--- config.mk ---
export PLATFORM = sky130hd
export DESIGN_NAME = weighted_pool_selector_core
export DESIGN_NICKNAME = d
export VERILOG_FILES = /design/src/rtl/wps_pkg.sv /design/src/rtl/weighted_pool_selector_core.sv /design/src/rtl/wps_ram.sv /design/src/rtl/wps_seen.sv
export SDC_FILE = /design/constraint.sdc
export NUM_CORES = 2
export LEC_CHECK = 0
export BUFFER_PORTS_ARGS = -buffer_cell sky130_fd_sc_hd__buf_2
export CAP_MARGIN = 20
export CELL_PAD_IN_SITES_DETAIL_PLACEMENT = 1
export CELL_PAD_IN_SITES_GLOBAL_PLACEMENT = 2
export CORE_UTILIZATION = 51
export DETAILED_ROUTE_END_ITERATION = 12
export PLACE_DENSITY_LB_ADDON = 0.15
export RECOVER_POWER = 50
export SLEW_MARGIN = 0
export SYNTH_ARGS = -nofsm -noshare
export SYNTH_HDL_FRONTEND = slang
export SYNTH_HIERARCHICAL = 1
export SYNTH_SLANG_ARGS = --single-unit
--- constraint.sdc ---
create_clock -name clk -period 12.1 [get_ports clk]
set_input_delay 1.21 -clock clk [delete_from_list [all_inputs] [get_ports clk]]
set_output_delay 1.21 -clock clk [all_outputs]
set_load 0.03 [all_outputs]
--- src/rtl/wps_pkg.sv ---
`default_nettype none
// ----------------------------------------------------------------------------
// wps_pkg
// Shared constants, item types and control structs of the weighted pool
// selector.
// ----------------------------------------------------------------------------
package wps_pkg;

    localparam int POOL_DEPTH   = 16;
    localparam int ID_WIDTH     = 16;
    localparam int WEIGHT_WIDTH = 16;

    localparam int IDX_W   = $clog2(POOL_DEPTH);
    localparam int CNT_W   = $clog2(POOL_DEPTH + 1);
    localparam int TOT_W   = WEIGHT_WIDTH + IDX_W;
    localparam int ENTRY_W = ID_WIDTH + WEIGHT_WIDTH;

    // fixed field widths of the item and register interface
    localparam int RND_W       = 16;
    localparam int ENTRY_IDX_W = 4;
    localparam int PICK_IDX_W  = 4;
    localparam int MODE_W      = 2;
    localparam int POOL_CNT_W  = 5;
    localparam int CFG_IDX_W   = 1;
    localparam int CFG_DATA_W  = 5;

    // opcodes
    localparam logic OP_WRITE = 1'b0;
    localparam logic OP_PICK  = 1'b1;

    // register indexes
    localparam logic [CFG_IDX_W-1:0] CFG_PLAYBACK_MODE = 1'b0;
    localparam logic [CFG_IDX_W-1:0] CFG_POOL_COUNT    = 1'b1;

    // playback modes; the fourth code picks nothing
    localparam logic [MODE_W-1:0] MODE_AVOID    = 2'd0;
    localparam logic [MODE_W-1:0] MODE_WEIGHTED = 2'd1;
    localparam logic [MODE_W-1:0] MODE_SEQ      = 2'd2;

    typedef struct packed {
        logic                    opcode;
        logic [ENTRY_IDX_W-1:0]  entry_index;
        logic [ID_WIDTH-1:0]     entry_stream;
        logic [WEIGHT_WIDTH-1:0] entry_weight;
        logic [RND_W-1:0]        random_value;
    } req_item_t;

    typedef struct packed {
        logic                  pick_valid;
        logic [PICK_IDX_W-1:0] pick_index;
        logic [ID_WIDTH-1:0]   pick_stream;
    } rsp_item_t;

    typedef struct packed {
        logic                clear;
        logic                load;
        logic [IDX_W-1:0]    idx;
        logic [ID_WIDTH-1:0] stream;
    } seen_ctl_t;

endpackage
`default_nettype wire

--- src/rtl/weighted_pool_selector_core.sv ---
`default_nettype none
// ----------------------------------------------------------------------------
// weighted_pool_selector_core
// Table of stream ids and UQ8.8 weights with roulette and round-robin picks.
// ----------------------------------------------------------------------------
// One item is in flight at a time. A write item is accepted, then its
// result goes into the output register. A weighted pick walks the active
// entries twice through the single read port of the table RAM, once to sum
// the eligible weights and once to find the target; a no-repeat pick whose
// eligible set turns out empty walks the sum pass a second time. A
// sequential pick is one pass, ending early at the chosen entry. The
// registered RAM read is hidden by issuing the next address while the
// previous entry is being processed. A result waits in the output register
// while the next item is accepted. Table entries never written read as empty
// through a per-entry valid bit, so there is no clearing pass after reset.
// ----------------------------------------------------------------------------
module weighted_pool_selector_core (
    input  wire logic                            clk,
    input  wire logic                            rst_n,
    // request channel
    input  wire logic                            req_valid,
    output logic                                 req_stall,
    input  wire wps_pkg::req_item_t              req_item,
    // result channel
    output logic                                 rsp_valid,
    input  wire logic                            rsp_stall,
    output wps_pkg::rsp_item_t                   rsp_item,
    // register writes
    input  wire logic                            cfg_valid,
    output logic                                 cfg_ready,
    input  wire logic [wps_pkg::CFG_IDX_W-1:0]   cfg_index,
    input  wire logic [wps_pkg::CFG_DATA_W-1:0]  cfg_data
);
    import wps_pkg::*;

    typedef enum logic [5:0] {
        ST_IDLE = 6'b000001,
        ST_SUM  = 6'b000010,
        ST_MUL  = 6'b000100,
        ST_SEL  = 6'b001000,
        ST_SEQ  = 6'b010000,
        ST_EMIT = 6'b100000
    } state_t;

    state_t                  state_reg, state_next;

    // registers and the stream of the previous pick
    logic [MODE_W-1:0]       mode_reg, mode_next;
    logic [POOL_CNT_W-1:0]   pool_count_reg, pool_count_next;
    logic [ID_WIDTH-1:0]     last_stream_reg, last_stream_next;
    logic [POOL_DEPTH-1:0]   live_reg, live_next;

    // pick working set
    logic [RND_W-1:0]        rnd_reg, rnd_next;
    logic                    avoid_reg, avoid_next;
    logic [TOT_W-1:0]        acc_reg, acc_next;
    logic [TOT_W-1:0]        target_reg, target_next;
    logic [IDX_W-1:0]        mark_idx_reg, mark_idx_next;
    logic [ID_WIDTH-1:0]     mark_strm_reg, mark_strm_next;
    logic                    flag_reg, flag_next;
    logic                    found_reg, found_next;

    // scan pipeline: address issue, then entry processing in the following cycle
    logic [CNT_W-1:0]        iss_cnt_reg, iss_cnt_next;
    logic                    proc_vld_reg, proc_vld_next;
    logic [IDX_W-1:0]        proc_idx_reg, proc_idx_next;
    logic                    proc_live_reg, proc_live_next;

    rsp_item_t               res_reg, res_next;
    logic                    rsp_valid_reg, rsp_valid_next;
    rsp_item_t               rsp_item_reg, rsp_item_next;

    logic                    accept;
    logic [ENTRY_IDX_W+IDX_W-1:0] wr_idx_wide;
    logic                    wr_in_range;
    logic                    ram_we;
    logic [ENTRY_W-1:0]      ram_rdata;
    logic [IDX_W-1:0]        iss_addr;
    logic                    issuing;
    logic                    scan_state;
    logic                    scan_end;
    logic [POOL_CNT_W+CNT_W-1:0] cnt_wide;
    logic [CNT_W-1:0]        active_n;
    logic [ID_WIDTH-1:0]     rd_stream;
    logic [WEIGHT_WIDTH-1:0] rd_weight;
    logic                    eligible;
    logic [TOT_W-1:0]        run_sum;
    logic [RND_W+TOT_W-1:0]  product;
    logic                    dup;
    seen_ctl_t               seen_ctl;

    function automatic rsp_item_t make_pick(logic [IDX_W-1:0] idx,
                                            logic [ID_WIDTH-1:0] stream);
        rsp_item_t                    r;
        logic [PICK_IDX_W+IDX_W-1:0]  w;
        w             = {{PICK_IDX_W{1'b0}}, idx};
        r.pick_valid  = 1'b1;
        r.pick_index  = w[PICK_IDX_W-1:0];
        r.pick_stream = stream;
        return r;
    endfunction

    // only idle takes items, so a table write can never meet a pick's read
    assign req_stall = (state_reg != ST_IDLE);
    assign accept    = req_valid && !req_stall;
    assign cfg_ready = 1'b1;
    assign rsp_valid = rsp_valid_reg;
    assign rsp_item  = rsp_item_reg;

    // slots beyond the table are dropped
    assign wr_idx_wide = {{IDX_W{1'b0}}, req_item.entry_index};
    assign wr_in_range = (wr_idx_wide < POOL_DEPTH);
    assign ram_we      = accept && (req_item.opcode == OP_WRITE) && wr_in_range;

    // pool_count above the depth saturates
    assign cnt_wide = {{CNT_W{1'b0}}, pool_count_reg};
    assign active_n = (cnt_wide > POOL_DEPTH) ? CNT_W'(POOL_DEPTH)
                                              : cnt_wide[CNT_W-1:0];

    assign scan_state = (state_reg == ST_SUM) || (state_reg == ST_SEL)
                     || (state_reg == ST_SEQ);
    assign issuing    = scan_state && (iss_cnt_reg < active_n);
    assign scan_end   = scan_state && (iss_cnt_reg == active_n) && !proc_vld_reg;
    assign iss_addr   = iss_cnt_reg[IDX_W-1:0];

    wps_ram #(
        .WIDTH (ENTRY_W),
        .DEPTH (POOL_DEPTH)
    ) u_table (
        .clk   (clk),
        .we    (ram_we),
        .waddr (wr_idx_wide[IDX_W-1:0]),
        .wdata ({req_item.entry_stream, req_item.entry_weight}),
        .re    (issuing),
        .raddr (iss_addr),
        .rdata (ram_rdata)
    );

    // an entry not yet written reads as empty with zero weight
    assign rd_stream = proc_live_reg ? ram_rdata[ENTRY_W-1:WEIGHT_WIDTH] : '0;
    assign rd_weight = proc_live_reg ? ram_rdata[WEIGHT_WIDTH-1:0] : '0;

    assign eligible = (rd_stream != '0) && (rd_weight != '0)
                   && !(avoid_reg && (rd_stream == last_stream_reg));
    assign run_sum  = acc_reg + TOT_W'(rd_weight);
    assign product  = (RND_W+TOT_W)'(rnd_reg) * (RND_W+TOT_W)'(acc_reg);

    wps_seen u_seen (
        .clk   (clk),
        .rst_n (rst_n),
        .ctl   (seen_ctl),
        .probe (rd_stream),
        .match (dup)
    );

    always_comb
    begin
        state_next       = state_reg;
        mode_next        = mode_reg;
        pool_count_next  = pool_count_reg;
        last_stream_next = last_stream_reg;
        live_next        = live_reg;
        rnd_next         = rnd_reg;
        avoid_next       = avoid_reg;
        acc_next         = acc_reg;
        target_next      = target_reg;
        mark_idx_next    = mark_idx_reg;
        mark_strm_next   = mark_strm_reg;
        flag_next        = flag_reg;
        found_next       = found_reg;
        res_next         = res_reg;
        rsp_item_next    = rsp_item_reg;
        rsp_valid_next   = rsp_valid_reg && rsp_stall;

        iss_cnt_next     = issuing ? iss_cnt_reg + CNT_W'(1) : iss_cnt_reg;
        proc_vld_next    = issuing;
        proc_idx_next    = issuing ? iss_addr : proc_idx_reg;
        proc_live_next   = live_reg[iss_addr];

        seen_ctl         = '0;

        if (cfg_valid && cfg_ready)
        begin
            unique case (cfg_index)
                CFG_PLAYBACK_MODE: mode_next       = cfg_data[MODE_W-1:0];
                CFG_POOL_COUNT:    pool_count_next = cfg_data[POOL_CNT_W-1:0];
            endcase
        end

        if (ram_we)
        begin
            live_next[wr_idx_wide[IDX_W-1:0]] = 1'b1;
        end

        unique case (state_reg)
            ST_IDLE:
            begin
                if (accept)
                begin
                    res_next     = '0;
                    rnd_next     = req_item.random_value;
                    iss_cnt_next = '0;
                    acc_next     = '0;
                    flag_next    = 1'b0;
                    found_next   = 1'b0;
                    if (req_item.opcode == OP_WRITE)
                    begin
                        state_next = ST_EMIT;
                    end
                    else
                    begin
                        unique case (mode_reg)
                            MODE_AVOID:
                            begin
                                avoid_next = 1'b1;
                                state_next = ST_SUM;
                            end
                            MODE_WEIGHTED:
                            begin
                                avoid_next = 1'b0;
                                state_next = ST_SUM;
                            end
                            MODE_SEQ:
                            begin
                                seen_ctl.clear = 1'b1;
                                state_next     = ST_SEQ;
                            end
                            default:
                            begin
                                state_next = ST_EMIT;
                            end
                        endcase
                    end
                end
            end

            ST_SUM:
            begin
                if (proc_vld_reg && eligible)
                begin
                    acc_next       = run_sum;
                    flag_next      = 1'b1;
                    mark_idx_next  = proc_idx_reg;
                    mark_strm_next = rd_stream;
                end
                else if (scan_end)
                begin
                    if (flag_reg)
                    begin
                        state_next = ST_MUL;
                    end
                    else if (avoid_reg)
                    begin
                        // nothing left once repeats are barred: plain roulette
                        avoid_next   = 1'b0;
                        iss_cnt_next = '0;
                        acc_next     = '0;
                    end
                    else
                    begin
                        state_next = ST_EMIT;
                    end
                end
            end

            ST_MUL:
            begin
                target_next  = product[RND_W+TOT_W-1:RND_W];
                acc_next     = '0;
                iss_cnt_next = '0;
                state_next   = ST_SEL;
            end

            ST_SEL:
            begin
                if (proc_vld_reg && eligible)
                begin
                    acc_next = run_sum;
                    if (run_sum > target_reg)
                    begin
                        res_next         = make_pick(proc_idx_reg, rd_stream);
                        last_stream_next = rd_stream;
                        state_next       = ST_EMIT;
                    end
                end
                else if (scan_end)
                begin
                    // target never passed: last eligible entry
                    res_next         = make_pick(mark_idx_reg, mark_strm_reg);
                    last_stream_next = mark_strm_reg;
                    state_next       = ST_EMIT;
                end
            end

            ST_SEQ:
            begin
                if (proc_vld_reg)
                begin
                    seen_ctl.load   = 1'b1;
                    seen_ctl.idx    = proc_idx_reg;
                    seen_ctl.stream = rd_stream;
                    if ((rd_stream != '0) && !dup)
                    begin
                        if (!flag_reg)
                        begin
                            flag_next      = 1'b1;
                            mark_idx_next  = proc_idx_reg;
                            mark_strm_next = rd_stream;
                        end
                        if (found_reg)
                        begin
                            res_next         = make_pick(proc_idx_reg, rd_stream);
                            last_stream_next = rd_stream;
                            state_next       = ST_EMIT;
                        end
                        else if (rd_stream == last_stream_reg)
                        begin
                            found_next = 1'b1;
                        end
                    end
                end
                else if (scan_end)
                begin
                    // wrap to the first distinct entry
                    if (flag_reg)
                    begin
                        res_next         = make_pick(mark_idx_reg, mark_strm_reg);
                        last_stream_next = mark_strm_reg;
                    end
                    state_next = ST_EMIT;
                end
            end

            ST_EMIT:
            begin
                if (!rsp_valid_reg || !rsp_stall)
                begin
                    rsp_valid_next = 1'b1;
                    rsp_item_next  = res_reg;
                    state_next     = ST_IDLE;
                end
            end

            default:
            begin
                state_next = ST_IDLE;
            end
        endcase
    end

    always_ff @(posedge clk or negedge rst_n)
    begin
        if (!rst_n)
        begin
            state_reg       <= ST_IDLE;
            mode_reg        <= '0;
            pool_count_reg  <= '0;
            last_stream_reg <= '0;
            live_reg        <= '0;
            rsp_valid_reg   <= 1'b0;
            proc_vld_reg    <= 1'b0;
            iss_cnt_reg     <= '0;
            flag_reg        <= 1'b0;
            found_reg       <= 1'b0;
            avoid_reg       <= 1'b0;
        end
        else
        begin
            state_reg       <= state_next;
            mode_reg        <= mode_next;
            pool_count_reg  <= pool_count_next;
            last_stream_reg <= last_stream_next;
            live_reg        <= live_next;
            rsp_valid_reg   <= rsp_valid_next;
            proc_vld_reg    <= proc_vld_next;
            iss_cnt_reg     <= iss_cnt_next;
            flag_reg        <= flag_next;
            found_reg       <= found_next;
            avoid_reg       <= avoid_next;
        end
    end

    always_ff @(posedge clk)
    begin
        rnd_reg       <= rnd_next;
        acc_reg       <= acc_next;
        target_reg    <= target_next;
        mark_idx_reg  <= mark_idx_next;
        mark_strm_reg <= mark_strm_next;
        proc_idx_reg  <= proc_idx_next;
        proc_live_reg <= proc_live_next;
        res_reg       <= res_next;
        rsp_item_reg  <= rsp_item_next;
    end

endmodule
`default_nettype wire

--- src/rtl/wps_ram.sv ---
`default_nettype none
// ----------------------------------------------------------------------------
// wps_ram
// Generic single-write, single-read RAM with registered read data.
// ----------------------------------------------------------------------------
module wps_ram #(
    parameter int WIDTH = 32,
    parameter int DEPTH = 16
) (
    input  wire logic                     clk,
    input  wire logic                     we,
    input  wire logic [$clog2(DEPTH)-1:0] waddr,
    input  wire logic [WIDTH-1:0]         wdata,
    input  wire logic                     re,
    input  wire logic [$clog2(DEPTH)-1:0] raddr,
    output logic      [WIDTH-1:0]         rdata
);

    logic [WIDTH-1:0] mem [DEPTH];

    always_ff @(posedge clk)
    begin
        if (we)
        begin
            mem[waddr] <= wdata;
        end
        if (re)
        begin
            rdata <= mem[raddr];
        end
    end

endmodule
`default_nettype wire

--- src/rtl/wps_seen.sv ---
`default_nettype none
// ----------------------------------------------------------------------------
// wps_seen
// Stream ids already passed in a sequential scan; flags a later duplicate.
// ----------------------------------------------------------------------------
module wps_seen (
    input  wire logic                         clk,
    input  wire logic                         rst_n,
    input  wire wps_pkg::seen_ctl_t           ctl,
    input  wire logic [wps_pkg::ID_WIDTH-1:0] probe,
    output logic                              match
);
    import wps_pkg::*;

    logic [ID_WIDTH-1:0]   id_reg [POOL_DEPTH];
    logic [POOL_DEPTH-1:0] vld_reg;
    logic [POOL_DEPTH-1:0] vld_next;
    logic [POOL_DEPTH-1:0] hit;

    always_comb
    begin
        vld_next = vld_reg;
        if (ctl.clear)
        begin
            vld_next = '0;
        end
        else if (ctl.load)
        begin
            vld_next[ctl.idx] = 1'b1;
        end
    end

    always_comb
    begin
        for (int k = 0; k < POOL_DEPTH; k++)
        begin
            hit[k] = vld_reg[k] && (id_reg[k] == probe);
        end
    end

    assign match = |hit;

    always_ff @(posedge clk or negedge rst_n)
    begin
        if (!rst_n)
        begin
            vld_reg <= '0;
        end
        else
        begin
            vld_reg <= vld_next;
        end
    end

    always_ff @(posedge clk)
    begin
        if (ctl.load)
        begin
            id_reg[ctl.idx] <= ctl.stream;
        end
    end

endmodule
`default_nettype wire
==> metrics.txt <==
Post-synth EDFFs 922; Final min period 7500 ps; Slew Viols, Final 694; failing checks capacitance limit, slew limit; routed length per instance 27.4 µm; Worst-Skew Late Latency 720 ps; Initial DRT Pass Iterations 5; Clock Skew ~62 ps; largest net degree at the start of global routing 116; Max Fclk 133 MHz; Yosys top cell area share between 50 and 60%; Mean Syn Cell Area 14.8 µm²; number of max-cap violations 29; Critical Path Max Stage Delay 1720 ps; gpl congestion between 0.8 and 0.9; startpoint types register; WS Path Type register to register; Main synth FF type edfxtp_1; RSZ-0062 raised after global routing false; Final Hold Vio Count 0; via density per instance 5.85; post-CTS sizing 0; Sink Count 994; CP top delay family buffers and inverters; Buf+Inv Stages, Crit Path 2; status complete, but fails checks; Seq cells post-synth 994; crit path DAT roughly 8100 ps; Post-DP HPWL 84.8 mm; nets 3991; 1st-iter DRT viols 2245; final WL 135 mm; hold_buf cts 0; Root Buffer clkbuf_16; Core Util, Final 56.9%; worst-margin pin slew 3940 ps; global route overflow 0; sequential share of the synthesized area 58.3%; syn_nets 3872; Initial Utilization about half; Layout area overhead 10.5%; die height 317 µm; leading area contributor after synthesis edfxtp_1; maximum clock path buffer count 3; CTS H-Tree Depth 3; Fin Setup TNS 0 ps; Die W about 320 µm; max FFs per register ~500; Core Area 0.0983 mm²; CTS Buf Count 103; Final Cycle Share roughly three fifths; setup repair bufs after CTS 0; Post-route DRC 0; worst-path cell chain clkbuf_1 -> and2_1 -> clkbuf_1 -> xnor2_1 -> nand4_4 -> nor4_1 -> nor4_1 -> nand4_1 -> o31a_2 -> or2b_1 -> nand4b_1 -> o21ai_4 -> mux2_2; Post-synth ARST share a little over 7%; worst rel slew slack -163%; post-synthesis cell area between 0.05 and 0.06 mm²; most instantiated cells after synthesis edfxtp_1 (922), inv_1 (314), nand2_1 (259), fa_1 (250), xnor2_1 (220); crit-path max FO 48; CP max stage cell clkbuf_1; number of synthesis warnings 6; first-pass GRT wire length 200 mm; IO Port Bufs 86; ANT nets after route 0; Crit path required time between 10000 and 15000 ps; layout cells sized above 1 12.5%; I/O Pins 88; die footprint 0.100 mm²; CTS tree yes; Hold Crit Class register to register; Yosys cell types 81; initial antenna violation count 14; count leader, synth edfxtp_1; synth top area cells edfxtp_1 (55%), fa_1 (9.9%), mux4_2 (5.9%); total global-route track usage 27.5%; via count 28700; vias in the first global route roughly 32000; row count 115; final setup vio count 0; Cells after Synth 3411; clock slew at reported path FFs 60 ps; Critical Path End Type register
stage by stage:
stage | instances | area (µm²) | hold WS, ps | setup WS (ps)
3_5_place_dp | 4704 | 52600 | 409 | 4980
2_1_floorplan | 3411 | 50600 | 400 | 5900
6_report | 4908 | 55900 | 421 | 4600
5_1_grt | 4907 | 55900 | 433 | 4410
3_3_place_gp | 4702 | 52600 | 411 | 5080
4_1_cts | 4897 | 56000 | 309 | 4960
layout by cell type, fill, tap and decap left out, types with 10 or more instances in the layout:
cell type  count
clkinv_1      17
nand3_1       11
clkbuf_16    104
nor3_1        14
nor2_4        12
mux4_2       133
xnor2_1      220
nand2_1      259
nand3b_1      13
a22oi_1       71
mux2_2        18
nor2b_1       10
and2_1       201
nand4_1       65
o21ai_0       38
nor2_1        89
and2_0        18
nor4_1        46
edfxtp_1     922
a22o_1        20
a21o_1        32
fa_1         250
dfrtp_1       69
buf_2         30
inv_1        316
ha_1         147
clkbuf_1     112
mux2_4        18
a21oi_1       37
buf_4         45
bufinv_16     11
o21a_1        10
xor2_1        82
clkinv_2      16
per-layer routing:
layer	vias up	GRT usage [%]	wire length, µm
met5	-	0	99
met3	291	4.49	7810
met4	14	10.0	5000
met2	891	46.9	67700
met1	15100	35.5	54100
li1	12400	-	-
final timing paths:
check / startpoint / end / slack (ps) / cells after the start
setup / recovery: proc_live_reg / last_stream_reg[5] / 4600 / 13
hold / removal: res_reg[6] / rsp_item[6] / 420 / 0
setup reg to reg: proc_live_reg / last_stream_reg[5] / 4600 / 13
hold reg to reg: res_reg[6] / rsp_item[6] / 420 / 0
max in group asynchronous: rst_n / iss_cnt_reg[0] / 6240 / 3
min in group asynchronous: rst_n / u_seen/vld_reg[14] / 480 / 1
final cells by class:
cell class / count / area (µm²)
Antenna cell: 3 / 7.51
Clock buffer: 134 / 2790
Clock inverter: 59 / 671
Fill cell: 9206 / 42400
Inverter: 316 / 1190
Multi-Input combinational cell: 1947 / 19200
Sequential cell: 994 / 29500
Tap cell: 1287 / 1610
Timing Repair Buffer: 168 / 883
cell families (layout without fill, tap and decap cells):
kind of cell | Yosys count | in the layout | synth area share [%]
buffers and inverters | 470 | 677 | 3.97
multiplexers | 173 | 173 | 6.94
AND/OR/NAND/NOR | 798 | 798 | 8.19
flip-flops | 994 | 994 | 58.3
XOR/XNOR | 302 | 302 | 5.23
other | 1 | 4 | 0.00742
adder cells (fa/ha/maj) | 397 | 397 | 13.5
AO/OA/AOI/OAI | 276 | 276 | 3.83
worst reg2reg max path: stages, from the launching register on:
cell      delay (ps)
dfxtp_1          310
clkbuf_1        1260
and2_1           280
clkbuf_1        1720
xnor2_1          390
nand4_4          220
nor4_1            80
nor4_1           650
nand4_1          420
o31a_2           490
or2b_1           280
nand4b_1         240
o21ai_4          630
mux2_2           420
Power is not shown: default switching activity piles up to over one toggle a cycle in this logic, so the estimate is an artifact.
